## src/hdl/fvg_pkg.sv

```systemverilog
// Package for the FAT32 volume geometry block: widths, thresholds, register
// indexes and the command/status structs shared by controller and datapath.
// No dependencies.
package fvg_pkg;

  // Iteration limit default
  localparam int MAX_ROUNDS_DEF = 8;

  // Field widths
  localparam int LBA_W  = 32;
  localparam int ADDR_W = 33;
  localparam int FATO_W = 24;
  localparam int SPC_W  = 5;
  localparam int STAT_W = 2;
  localparam int RSV_W  = 16;
  localparam int CPY_W  = 2;
  localparam int CFG_W  = 16;
  localparam int IDX_W  = 1;

  // Internal widths: FAT size needs 26 bits, copies * FAT 28, overhead 29
  localparam int FAT_W  = 26;
  localparam int PROD_W = FAT_W + CPY_W;
  localparam int OVH_W  = PROD_W + 1;
  localparam int SH_W   = 3;

  // Configuration register indexes
  localparam logic [IDX_W-1:0] REG_RESERVED = 1'b0;
  localparam logic [IDX_W-1:0] REG_COPIES   = 1'b1;

  // Configuration reset values
  localparam logic [RSV_W-1:0] RESERVED_RST = 16'd32;
  localparam logic [CPY_W-1:0] COPIES_RST   = 2'd2;

  // Size thresholds for sectors per cluster
  localparam logic [LBA_W-1:0] SPC4_LIMIT  = 32'd262144;
  localparam logic [LBA_W-1:0] SPC8_LIMIT  = 32'd1048576;
  localparam logic [LBA_W-1:0] SPC16_LIMIT = 32'd8388608;
  localparam logic [LBA_W-1:0] SMALL_LIMIT = 32'd65536;
  localparam logic [LBA_W-1:0] MIN_CLUSTERS = 32'd65525;

  // FAT entry sizing: 4 bytes per entry, 512 bytes per sector, 2 reserved entries
  localparam int SECTOR_SHIFT = 7;
  localparam int FAT_ROUND_ADD = 2 * 4 / 4 + (512 / 4) - 1;

  // Status codes
  localparam logic [STAT_W-1:0] STAT_OK        = 2'd0;
  localparam logic [STAT_W-1:0] STAT_SMALL     = 2'd1;
  localparam logic [STAT_W-1:0] STAT_FEW_CLUST = 2'd2;

  // Controller to datapath commands
  typedef struct packed {
    logic load;
    logic ovh;
    logic eval;
    logic fin_ovh;
    logic fin_data;
    logic emit;
  } fvg_cmd_t;

  // Datapath to controller status
  typedef struct packed {
    logic too_short;
    logic converged;
  } fvg_stat_t;

endpackage

```

## src/hdl/fvg_ctrl.sv

```systemverilog
// Controller for the FAT32 volume geometry block: sequences the FAT-size
// iteration and the final layout steps, and owns both channel handshakes.
// Depends on fvg_pkg.
module fvg_ctrl #(
  parameter int MAX_ROUNDS = fvg_pkg::MAX_ROUNDS_DEF
) (
  input  logic              clk,
  input  logic              rst_n,
  input  logic              in_valid,
  output logic              in_stall,
  output logic              out_valid,
  input  logic              out_stall,
  input  fvg_pkg::fvg_stat_t st,
  output fvg_pkg::fvg_cmd_t  cmd
);

  localparam int RW = $clog2(MAX_ROUNDS + 1);
  localparam logic [RW-1:0] LAST_ROUND = RW'(MAX_ROUNDS - 1);

  localparam logic [2:0] S_IDLE  = 3'd0;
  localparam logic [2:0] S_OVH   = 3'd1;
  localparam logic [2:0] S_EVAL  = 3'd2;
  localparam logic [2:0] S_FOVH  = 3'd3;
  localparam logic [2:0] S_FDATA = 3'd4;
  localparam logic [2:0] S_EMIT  = 3'd5;

  logic [2:0]    state_r, state_nxt;
  logic [RW-1:0] round_r, round_nxt;
  logic          out_valid_r, out_valid_nxt;
  logic          out_free;

  assign in_stall  = (state_r != S_IDLE);
  assign out_valid = out_valid_r;
  assign out_free  = !out_valid_r || !out_stall;

  // Next state and commands
  always_comb begin
    state_nxt = state_r;
    round_nxt = round_r;
    cmd       = '0;
    case (state_r)
      S_IDLE: begin
        if (in_valid) begin
          cmd.load  = 1'b1;
          round_nxt = '0;
          state_nxt = S_OVH;
        end
      end
      S_OVH: begin
        if (st.too_short) begin
          state_nxt = S_EMIT;
        end else begin
          cmd.ovh   = 1'b1;
          state_nxt = S_EVAL;
        end
      end
      S_EVAL: begin
        cmd.eval = 1'b1;
        if (st.converged || round_r == LAST_ROUND) begin
          state_nxt = S_FOVH;
        end else begin
          round_nxt = round_r + 1'b1;
          state_nxt = S_OVH;
        end
      end
      S_FOVH: begin
        cmd.fin_ovh = 1'b1;
        state_nxt   = S_FDATA;
      end
      S_FDATA: begin
        cmd.fin_data = 1'b1;
        state_nxt    = S_EMIT;
      end
      S_EMIT: begin
        // hold until the output register is free
        if (out_free) begin
          cmd.emit  = 1'b1;
          state_nxt = S_IDLE;
        end
      end
      default: begin
        state_nxt = S_IDLE;
      end
    endcase
  end

  // Output valid: set on emit, drop when the transaction completes
  always_comb begin
    out_valid_nxt = out_valid_r;
    if (cmd.emit) begin
      out_valid_nxt = 1'b1;
    end else if (out_valid_r && !out_stall) begin
      out_valid_nxt = 1'b0;
    end
  end

  always_ff @(posedge clk) begin
    if (!rst_n) begin
      state_r     <= S_IDLE;
      round_r     <= '0;
      out_valid_r <= 1'b0;
    end else begin
      state_r     <= state_nxt;
      round_r     <= round_nxt;
      out_valid_r <= out_valid_nxt;
    end
  end

endmodule

```

## src/hdl/fvg_dpath.sv

```systemverilog
// Datapath for the FAT32 volume geometry block: configuration registers,
// FAT-size iteration registers, address adders and the result register.
// Depends on fvg_pkg.
module fvg_dpath (
  input  logic                           clk,
  input  logic                           rst_n,
  input  logic                           cfg_we,
  input  logic [fvg_pkg::IDX_W-1:0]      cfg_index,
  input  logic [fvg_pkg::CFG_W-1:0]      cfg_wdata,
  input  logic [fvg_pkg::LBA_W-1:0]      in_partition_start,
  input  logic [fvg_pkg::LBA_W-1:0]      in_partition_length,
  input  fvg_pkg::fvg_cmd_t              cmd,
  output fvg_pkg::fvg_stat_t             st,
  output logic [fvg_pkg::STAT_W-1:0]     out_status,
  output logic [fvg_pkg::SPC_W-1:0]      out_cluster_sectors,
  output logic [fvg_pkg::FATO_W-1:0]     out_fat_sectors,
  output logic [fvg_pkg::LBA_W-1:0]      out_data_region_sectors,
  output logic [fvg_pkg::LBA_W-1:0]      out_total_clusters,
  output logic [fvg_pkg::ADDR_W-1:0]     out_first_fat_address,
  output logic [fvg_pkg::ADDR_W-1:0]     out_second_fat_address,
  output logic [fvg_pkg::ADDR_W-1:0]     out_root_cluster_address
);

  localparam int LBA_W  = fvg_pkg::LBA_W;
  localparam int ADDR_W = fvg_pkg::ADDR_W;
  localparam int FAT_W  = fvg_pkg::FAT_W;
  localparam int PROD_W = fvg_pkg::PROD_W;
  localparam int OVH_W  = fvg_pkg::OVH_W;
  localparam int SH_W   = fvg_pkg::SH_W;
  localparam int SPC_W  = fvg_pkg::SPC_W;

  logic [fvg_pkg::RSV_W-1:0] reserved_r;
  logic [fvg_pkg::CPY_W-1:0] copies_r;

  logic [LBA_W-1:0]  start_r, len_r;
  logic              small_r;
  logic [SH_W-1:0]   shift_r;
  logic [SPC_W-1:0]  spc_r;
  logic [FAT_W-1:0]  fat_r;
  logic [PROD_W-1:0] prod_r;
  logic [OVH_W-1:0]  ovh_r;
  logic [LBA_W-1:0]  data_r;
  logic [ADDR_W-1:0] first_r, second_r, root_r;

  logic [SH_W-1:0]   shift_nxt;
  logic [SPC_W-1:0]  spc_nxt;
  logic [PROD_W-1:0] prod;
  logic [OVH_W-1:0]  ovh;
  logic [LBA_W-1:0]  data;
  logic [LBA_W-1:0]  clusters;
  logic [LBA_W:0]    fat_sum;
  logic [FAT_W-1:0]  fat_next;
  logic [LBA_W-1:0]  clust_out;

  // Configuration writes
  always_ff @(posedge clk) begin
    if (!rst_n) begin
      reserved_r <= fvg_pkg::RESERVED_RST;
      copies_r   <= fvg_pkg::COPIES_RST;
    end else if (cfg_we) begin
      case (cfg_index)
        fvg_pkg::REG_RESERVED: reserved_r <= cfg_wdata;
        fvg_pkg::REG_COPIES:   copies_r   <= cfg_wdata[fvg_pkg::CPY_W-1:0];
        default: ;
      endcase
    end
  end

  // Cluster size from partition length
  always_comb begin
    if (in_partition_length < fvg_pkg::SPC4_LIMIT) begin
      shift_nxt = 3'd0;
      spc_nxt   = 5'd1;
    end else if (in_partition_length < fvg_pkg::SPC8_LIMIT) begin
      shift_nxt = 3'd2;
      spc_nxt   = 5'd4;
    end else if (in_partition_length < fvg_pkg::SPC16_LIMIT) begin
      shift_nxt = 3'd3;
      spc_nxt   = 5'd8;
    end else begin
      shift_nxt = 3'd4;
      spc_nxt   = 5'd16;
    end
  end

  // Overhead: reserved plus all FAT copies
  assign prod = PROD_W'(copies_r) * PROD_W'(fat_r);
  assign ovh  = OVH_W'(reserved_r) + OVH_W'(prod);

  // Data sectors saturate at zero, then one FAT sizing step
  assign data     = (LBA_W'(ovh_r) >= len_r) ? '0 : (len_r - LBA_W'(ovh_r));
  assign clusters = data >> shift_r;
  assign fat_sum  = (LBA_W+1)'(clusters) + (LBA_W+1)'(fvg_pkg::FAT_ROUND_ADD);
  assign fat_next = FAT_W'(fat_sum >> fvg_pkg::SECTOR_SHIFT);

  assign st.too_short = small_r;
  assign st.converged = (fat_next == fat_r);

  // Iteration and layout registers
  always_ff @(posedge clk) begin
    if (cmd.load) begin
      start_r <= in_partition_start;
      len_r   <= in_partition_length;
      small_r <= (in_partition_length <= fvg_pkg::SMALL_LIMIT);
      shift_r <= shift_nxt;
      spc_r   <= spc_nxt;
      fat_r   <= FAT_W'(1);
    end
    if (cmd.ovh || cmd.fin_ovh) begin
      ovh_r  <= ovh;
      prod_r <= prod;
    end
    if (cmd.fin_ovh) begin
      first_r <= ADDR_W'(start_r) + ADDR_W'(reserved_r);
    end
    if (cmd.eval && !st.converged) begin
      fat_r <= fat_next;
    end
    if (cmd.fin_data) begin
      data_r   <= data;
      second_r <= first_r + ADDR_W'(fat_r);
      root_r   <= first_r + ADDR_W'(prod_r);
    end
  end

  assign clust_out = data_r >> shift_r;

  // Result register
  always_ff @(posedge clk) begin
    if (cmd.emit) begin
      if (small_r) begin
        out_status               <= fvg_pkg::STAT_SMALL;
        out_cluster_sectors      <= '0;
        out_fat_sectors          <= '0;
        out_data_region_sectors  <= '0;
        out_total_clusters       <= '0;
        out_first_fat_address    <= '0;
        out_second_fat_address   <= '0;
        out_root_cluster_address <= '0;
      end else begin
        out_status <= (clust_out < fvg_pkg::MIN_CLUSTERS) ? fvg_pkg::STAT_FEW_CLUST
                                                          : fvg_pkg::STAT_OK;
        out_cluster_sectors      <= spc_r;
        out_fat_sectors          <= fat_r[fvg_pkg::FATO_W-1:0];
        out_data_region_sectors  <= data_r;
        out_total_clusters       <= clust_out;
        out_first_fat_address    <= first_r;
        out_second_fat_address   <= second_r;
        out_root_cluster_address <= root_r;
      end
    end
  end

endmodule

```

## src/hdl/fat32_volume_geometry_core.sv

```systemverilog
// Top level of the FAT32 volume geometry block: joins controller and datapath.
// Depends on fvg_pkg, fvg_ctrl and fvg_dpath.
//
//   channel  dir  handshake            payload
//   in       in   in_valid/in_stall    partition_start, partition_length
//   out      out  out_valid/out_stall  status ... root_cluster_address
//   cfg      in   cfg_we               cfg_index, cfg_wdata
//
// A partition runs R FAT-size rounds and then the final overhead and data steps,
// where R (1 to MAX_ROUNDS) is the number of FAT-size rounds; each round is one
// overhead step and one evaluation step through the shared sizing adders.
// A partition of 65536 sectors or fewer skips these steps and goes to the result.
// Reset is synchronous and active low and restores reserved = 32, copies = 2.
// in_stall is high while an item is in work; a stalled result holds in the
// output register and the next item waits in the controller until it leaves.
module fat32_volume_geometry_core #(
  parameter int MAX_ROUNDS = fvg_pkg::MAX_ROUNDS_DEF
) (
  input  logic                           clk,
  input  logic                           rst_n,
  input  logic                           cfg_we,
  input  logic [fvg_pkg::IDX_W-1:0]      cfg_index,
  input  logic [fvg_pkg::CFG_W-1:0]      cfg_wdata,
  input  logic                           in_valid,
  output logic                           in_stall,
  input  logic [fvg_pkg::LBA_W-1:0]      in_partition_start,
  input  logic [fvg_pkg::LBA_W-1:0]      in_partition_length,
  output logic                           out_valid,
  input  logic                           out_stall,
  output logic [fvg_pkg::STAT_W-1:0]     out_status,
  output logic [fvg_pkg::SPC_W-1:0]      out_cluster_sectors,
  output logic [fvg_pkg::FATO_W-1:0]     out_fat_sectors,
  output logic [fvg_pkg::LBA_W-1:0]      out_data_region_sectors,
  output logic [fvg_pkg::LBA_W-1:0]      out_total_clusters,
  output logic [fvg_pkg::ADDR_W-1:0]     out_first_fat_address,
  output logic [fvg_pkg::ADDR_W-1:0]     out_second_fat_address,
  output logic [fvg_pkg::ADDR_W-1:0]     out_root_cluster_address
);

  fvg_pkg::fvg_cmd_t  cmd;
  fvg_pkg::fvg_stat_t st;

  // Sequencer
  fvg_ctrl #(
    .MAX_ROUNDS(MAX_ROUNDS)
  ) u_ctrl (
    .clk      (clk),
    .rst_n    (rst_n),
    .in_valid (in_valid),
    .in_stall (in_stall),
    .out_valid(out_valid),
    .out_stall(out_stall),
    .st       (st),
    .cmd      (cmd)
  );

  // Arithmetic and result register
  fvg_dpath u_dpath (
    .clk                     (clk),
    .rst_n                   (rst_n),
    .cfg_we                  (cfg_we),
    .cfg_index               (cfg_index),
    .cfg_wdata               (cfg_wdata),
    .in_partition_start      (in_partition_start),
    .in_partition_length     (in_partition_length),
    .cmd                     (cmd),
    .st                      (st),
    .out_status              (out_status),
    .out_cluster_sectors     (out_cluster_sectors),
    .out_fat_sectors         (out_fat_sectors),
    .out_data_region_sectors (out_data_region_sectors),
    .out_total_clusters      (out_total_clusters),
    .out_first_fat_address   (out_first_fat_address),
    .out_second_fat_address  (out_second_fat_address),
    .out_root_cluster_address(out_root_cluster_address)
  );

endmodule
```

## config.mk

```make
export PLATFORM = sky130hd
export DESIGN_NAME = fat32_volume_geometry_core
export DESIGN_NICKNAME = d
export VERILOG_FILES = /design/src/hdl/fvg_pkg.sv /design/src/hdl/fvg_ctrl.sv /design/src/hdl/fvg_dpath.sv /design/src/hdl/fat32_volume_geometry_core.sv
export SDC_FILE = /design/constraint.sdc
export NUM_CORES = 1
export LEC_CHECK = 0
export ABC_AREA = 1
export BUFFER_PORTS_ARGS = -buffer_cell sky130_fd_sc_hd__buf_2
export CORE_ASPECT_RATIO = 1.75
export CORE_MARGIN = 2
export CORE_UTILIZATION = 55
export CTS_CLUSTER_DIAMETER = 40
export CTS_CLUSTER_SIZE = 40
export DETAILED_ROUTE_END_ITERATION = 8
export PLACE_DENSITY = 0.74
export REMOVE_ABC_BUFFERS = 1
export SLEW_MARGIN = 10
export SYNTH_ARGS = -nofsm -noshare
export SYNTH_HDL_FRONTEND = slang
export SYNTH_SLANG_ARGS = --single-unit
```

## constraint.sdc

```tcl
create_clock -name clk -period 37.8 [get_ports clk]
set_clock_uncertainty 0.05 [all_clocks]
set_input_delay 5.67 -clock clk [delete_from_list [all_inputs] [get_ports clk]]
set_output_delay 5.67 -clock clk [all_outputs]
set_load 0.02 [all_outputs]
```

Yosys cells after proc, flatten, opt, wreduce, memory -nomap -nowiden:

Cells that the tools add are included.

* output and inout bits: 196
* register bits after elaboration: 507
* logic and storage cells: 99

* shifts and indexed selects: 2
* magnitude comparators: 6
* bitwise gates (word level): 1
* muxes and demuxes: 27
* equality and inequality tests: 10
* reductions and logical operators: 18
* $add $sub $neg: 7
* $mul: 1

Operator list (number)
* right shift 32 x 3 -> 32 bit: 2
* 2-to-1 mux 26 bit: 2
* adder 32 x 16 -> 33 bit: 1
* adder 32 x 8 -> 33 bit, second input constant: 1
* adder 33 x 26 -> 33 bit: 1
* adder 33 x 28 -> 33 bit: 1
* >= comparator 29 x 32 -> 1 bit: 1
* <= comparator 32 x 17 -> 1 bit, second input constant: 1
* less-than comparator 32 x 16 -> 1 bit, second input constant: 1
* less-than comparator 32 x 19 -> 1 bit, second input constant: 1
* less-than comparator 32 x 21 -> 1 bit, second input constant: 1
* less-than comparator 32 x 24 -> 1 bit, second input constant: 1
* 2-to-1 mux 32 bit: 1
* subtractor 32 x 29 -> 32 bit: 1
* adder 16 x 28 -> 29 bit: 1
* multiplier 2 x 26 -> 28 bit: 1
* == test 26 bit: 1
* one-hot mux 3 bit (6 select lines): 1
* 2-to-1 mux 3 bit: 5
* 2-to-1 mux 1 bit: 11
* 2-to-1 mux 4 bit: 2
* one-hot mux 4 bit (2 select lines): 1
* == test 3 x 2 -> 1 bit, second input constant: 2
* == test 3 bit, second input constant: 2
* 17 further kinds: 29

Depth between registers and ports, before layout:

* word-level depth: 8
* mapped depth: 40
* gate-level depth less buffers: 38

Cells and area by module:

Synthesis repeated with hierarchy kept, for this count alone.

* cell total of the unflattened synthesis: 3504
* area total of the unflattened synthesis: 29978.8 µm²

Modules (own cells, without submodules)
* fvg_dpath: area an instance 29477.0 µm², instances 1, cells each 3429
* fvg_ctrl: area an instance 501.7 µm², instances 1, cells each 75

Worst setup path before layout:

OpenSTA, ideal clock, no wires.

* path kind: input -> register
* from: input port out_stall
* to: register u_dpath.out_cluster_sectors[0] in the netlist's numbering, enable pin
* buffers on the path: 0
* path slack: 21.986 ns
* library setup time: 0.812 ns
* arrival: 14.952 ns
* stages: 1
* cells stage by stage: a21oi_1

* cells in the longest elaborated chain, start to end: 4

RTL lines
* start, declared: line fat32_volume_geometry_core.sv:29 `input logic out_stall,`
* logical NOT 1 bit: line fvg_ctrl.sv:34 `assign out_free = !out_valid_r || !out_stall;`
* logical OR 1 bit: line fvg_ctrl.sv:34
* 2-to-1 mux 1 bit: line fvg_ctrl.sv:76 `if (out_free) begin`
* 2-to-1 mux 1 bit: line fvg_ctrl.sv:41 `case (state_r)`
* end signal, assigned: line fvg_dpath.sv:143 `out_cluster_sectors <= spc_r;`
* end, declared: line fvg_dpath.sv:15 `output logic [fvg_pkg::SPC_W-1:0] out_cluster_sectors,`

Every way passes these cells.
A chain may end at the register's enable or synchronous reset.

Worst setup path after layout:

* from: register u_ctrl.state_r[0]
* to: output port in_stall

* cells in the longest elaborated chain, start to end: 1

RTL lines
* start, declared: line fvg_ctrl.sv:27 `logic [2:0] state_r, state_nxt;`
* start signal, assigned: line fvg_ctrl.sv:103 `state_r <= state_nxt;`
* nonzero test 3 bit: line fvg_ctrl.sv:32 `assign in_stall = (state_r != S_IDLE);`
* end, declared: line fat32_volume_geometry_core.sv:25 `output logic in_stall,`

Every way passes these cells.

==> impl_metrics.toml <==
[finish]
stdcell_area_um2 = 32500
postLayoutCoreUtil_pct = 62.4
multiInputGateArea_um2 = 11700
nFillCells = 4554
seq_area_um2 = 14800
fin_nets = 3762
fin_cells = 4245
diodes = 0
drive_gt1_share_pct = 13.1
syn2layout_area_growth_pct = 12.6

[clocking]
numCtsBuffers = 46
root_buffer = "clkbuf_16"
cts_buffer_depth = 3
clock_sinks = 503
postCtsHoldBufs = 0
clk_pin_slew_ps = 70
post_cts_buffers = 0
cts_tree = "built"
ctsResizeCount = 0
clk_latency_ps = 610
cts_max_level = 2

[worst_setup_path]
cp-start-kind = "flop"
worstPathRequired_ps = 32080
cp-end-kind = "output pin"
criticalPathCategory = "reg -> out"
worstPathArrival_ps = 1580
path_max_fanout = 6

[sta]
slew_headroom_pct = 8.63
maxSlewViolCount = 0
finalSetupTns_ps = 0
fin_crit_ps = 7300
hold_viol = 0
rsz0062_at_grt = "false"
period_share_pct = 19.3
finalSetupViolCount = 0
max_clock_freq_mhz = 137
tightest_slew_ps = 1370
timing.hold.ws_ps = 460

[yosys]
synthFlopType = "edfxtp_1"
synth_edf_count = 477
synth_area_per_cell_um2 = 8.85
syn_area_um2 = 28900
syn_inst = 3260
ys_ff_latch = 503
ys_top_cells_by_count = "nand2_1 (751), inv_1 (508), edfxtp_1 (477)"
seq_area_frac_synth_pct = 51.4
synth.distinct_cells = 54
synth_top_area_share_pct = 49.6
synth-async-reset-ratio_pct = 0
synth_most_common_cell = "nand2_1"
ys_top_cells_by_area = "edfxtp_1 (50%), nand2_1 (9.8%), inv_1 (6.6%)"
synth_area_leader_cell = "edfxtp_1"
yosysWarnings = 0

[floorplan]
initial_core_util_pct = 55.4
rows = 111
ios = 282
core-area_um2 = 52100
die_x_um = 177
die_area_um2 = 54400
die_h_um = 307

[placement]
dp_hpwl_um = 57200
dpl-instance-area_um2 = 30900
port_buffers = 280
dp.cells = 4159
gp_congestion = 0.977

[pwr]
power_density_nw_per_um2 = 48.8
clock_power_share_pct = 30.8
internal_power_mw = 1.04
p_leak_nw = 15.2
switching_share_pct = 34.5
p_seq_share_pct = 43.5
p_sw_mw = 0.547
comb_power_share_pct = 25.6
ir_drop_uv = 48.3

[drt]
first_iter_violations = 1514
finalWirelength_um = 74300
vias = 22521
drcViolationCount = 0
ant_nets = 0
wl_per_cell_um = 17.5
routed_via_density = 5.31
drtPass1Iterations = 6

[global_route]
grt_pass1_vias = 22326
grt_util_all_layers_pct = 27.6
antenna_found_initial = 0
overflow = 0
grt_pass1_wl_um = 115000
grt_max_degree = 194

[worst_hold_path]
min_path_type = "reg -> reg"

[run]
maxCapViolations = 0

[outcome]
status = "completed"
per-layer routing:
| metal | share of wire [%] | track usage [%] |
|---|---|---|
| met4 | 6.2 | 15.6 |
| met1 | 36 | 29.1 |
| met5 | 0 | 0 |
| met2 | 54 | 52.6 |
| met3 | 3.9 | 2.68 |
critical path, cell delays in order, from the launching register on:
cell and delay (ps):
dfxtp_1 350, nor2_1 160, inv_1 100, nor2_1 120
inv_1 70, buf_2 160
flip-flops by register name (all words and copies together), names as in the netlist, 24 cells and up:
register                          cells
u_dpath.first_r                      33
u_dpath.out_first_fat_address        33
u_dpath.out_root_cluster_address     33
u_dpath.out_second_fat_address       33
u_dpath.root_r                       33
u_dpath.second_r                     33
u_dpath.data_r                       32
u_dpath.len_r                        32
u_dpath.out_data_region_sectors      32
u_dpath.out_total_clusters           32
u_dpath.start_r                      32
u_dpath.ovh_r                        29
u_dpath.prod_r                       28
u_dpath.fat_r                        26
u_dpath.out_fat_sectors              24
power groups by stage:
stage	sequential [mW]	clock (mW)	combinational [mW]
finish	0.691	0.489	0.407
global route	0.694	0.518	0.456
CTS	0.691	0.497	0.405
detailed placement	0.703	0	0.403
global placement	0.703	0	0.397
floorplan	0.711	0	0.280
logic make-up (layout without fill, tap and decap cells):
family | after synthesis | in the layout | synth area share (%)
mux | 14 | 14 | 0.485
other cells | 1 | 2 | 0.0130
xor+xnor | 153 | 153 | 4.79
compound gates | 326 | 326 | 6.06
buf+inv | 599 | 905 | 8.15
fa+ha+maj | 147 | 147 | 6.53
flops | 503 | 503 | 51.4
simple gates | 1517 | 1517 | 22.6
layout make-up:
class                   count  share of cell area, %
inverters                 519                   5.99
clock inverters            38                   1.34
flip-flops and latches    503                   45.7
well taps                 678                   2.61
clock buffers              48                   3.56
repair buffers            300                   4.81
multi-input cells        2159                   36.0
placed cells by master, fill, tap and decap left out, types with 10 or more instances in the layout:
cell type and n:
nand2_1 750, inv_1 507, edfxtp_1 477, nor2_1 395, buf_2 280, nand3_1 196
a21oi_1 142, ha_1 141, o21ai_0 131, xor2_1 97, nand4_1 54, xnor2_1 53
clkbuf_16 46, dfxtp_1 26, nand2_2 19, buf_4 19, nor3_1 18, nor2_2 16
mux2i_1 14, nand3b_1 13, nor2_4 12, nor4_1 10, inv_2 10, or2_2 10
inv_8 10
worst paths after layout:
kind                                      startpoint                                  to  slack (ps)  cells after the start
setup / recovery      u_ctrl.state_r[0]$_SDFFE_PN0P_                            in_stall       30500                      5
hold / removal    u_dpath.reserved_r[5]$_SDFFE_PN1P_  u_dpath.reserved_r[5]$_SDFFE_PN1P_         460                      2
setup reg to reg          u_dpath.ovh_r[0]$_DFFE_PP_      u_dpath.fat_r[6]$_SDFFCE_PN0P_       31320                     32
hold reg to reg   u_dpath.reserved_r[5]$_SDFFE_PN1P_  u_dpath.reserved_r[5]$_SDFFE_PN1P_         460                      2
stage by stage:
| step | power, mW | setup slack, ps |
|---|---|---|
| final | 1.59 | 30500 |
| after global routing | 1.67 | 30440 |
| after CTS | 1.59 | 30490 |
| after detailed placement | 1.11 | 30080 |
| after global placement | 1.10 | 30160 |
| after floorplan | 0.991 | 21990 |
(Power assumes the default switching activity.)
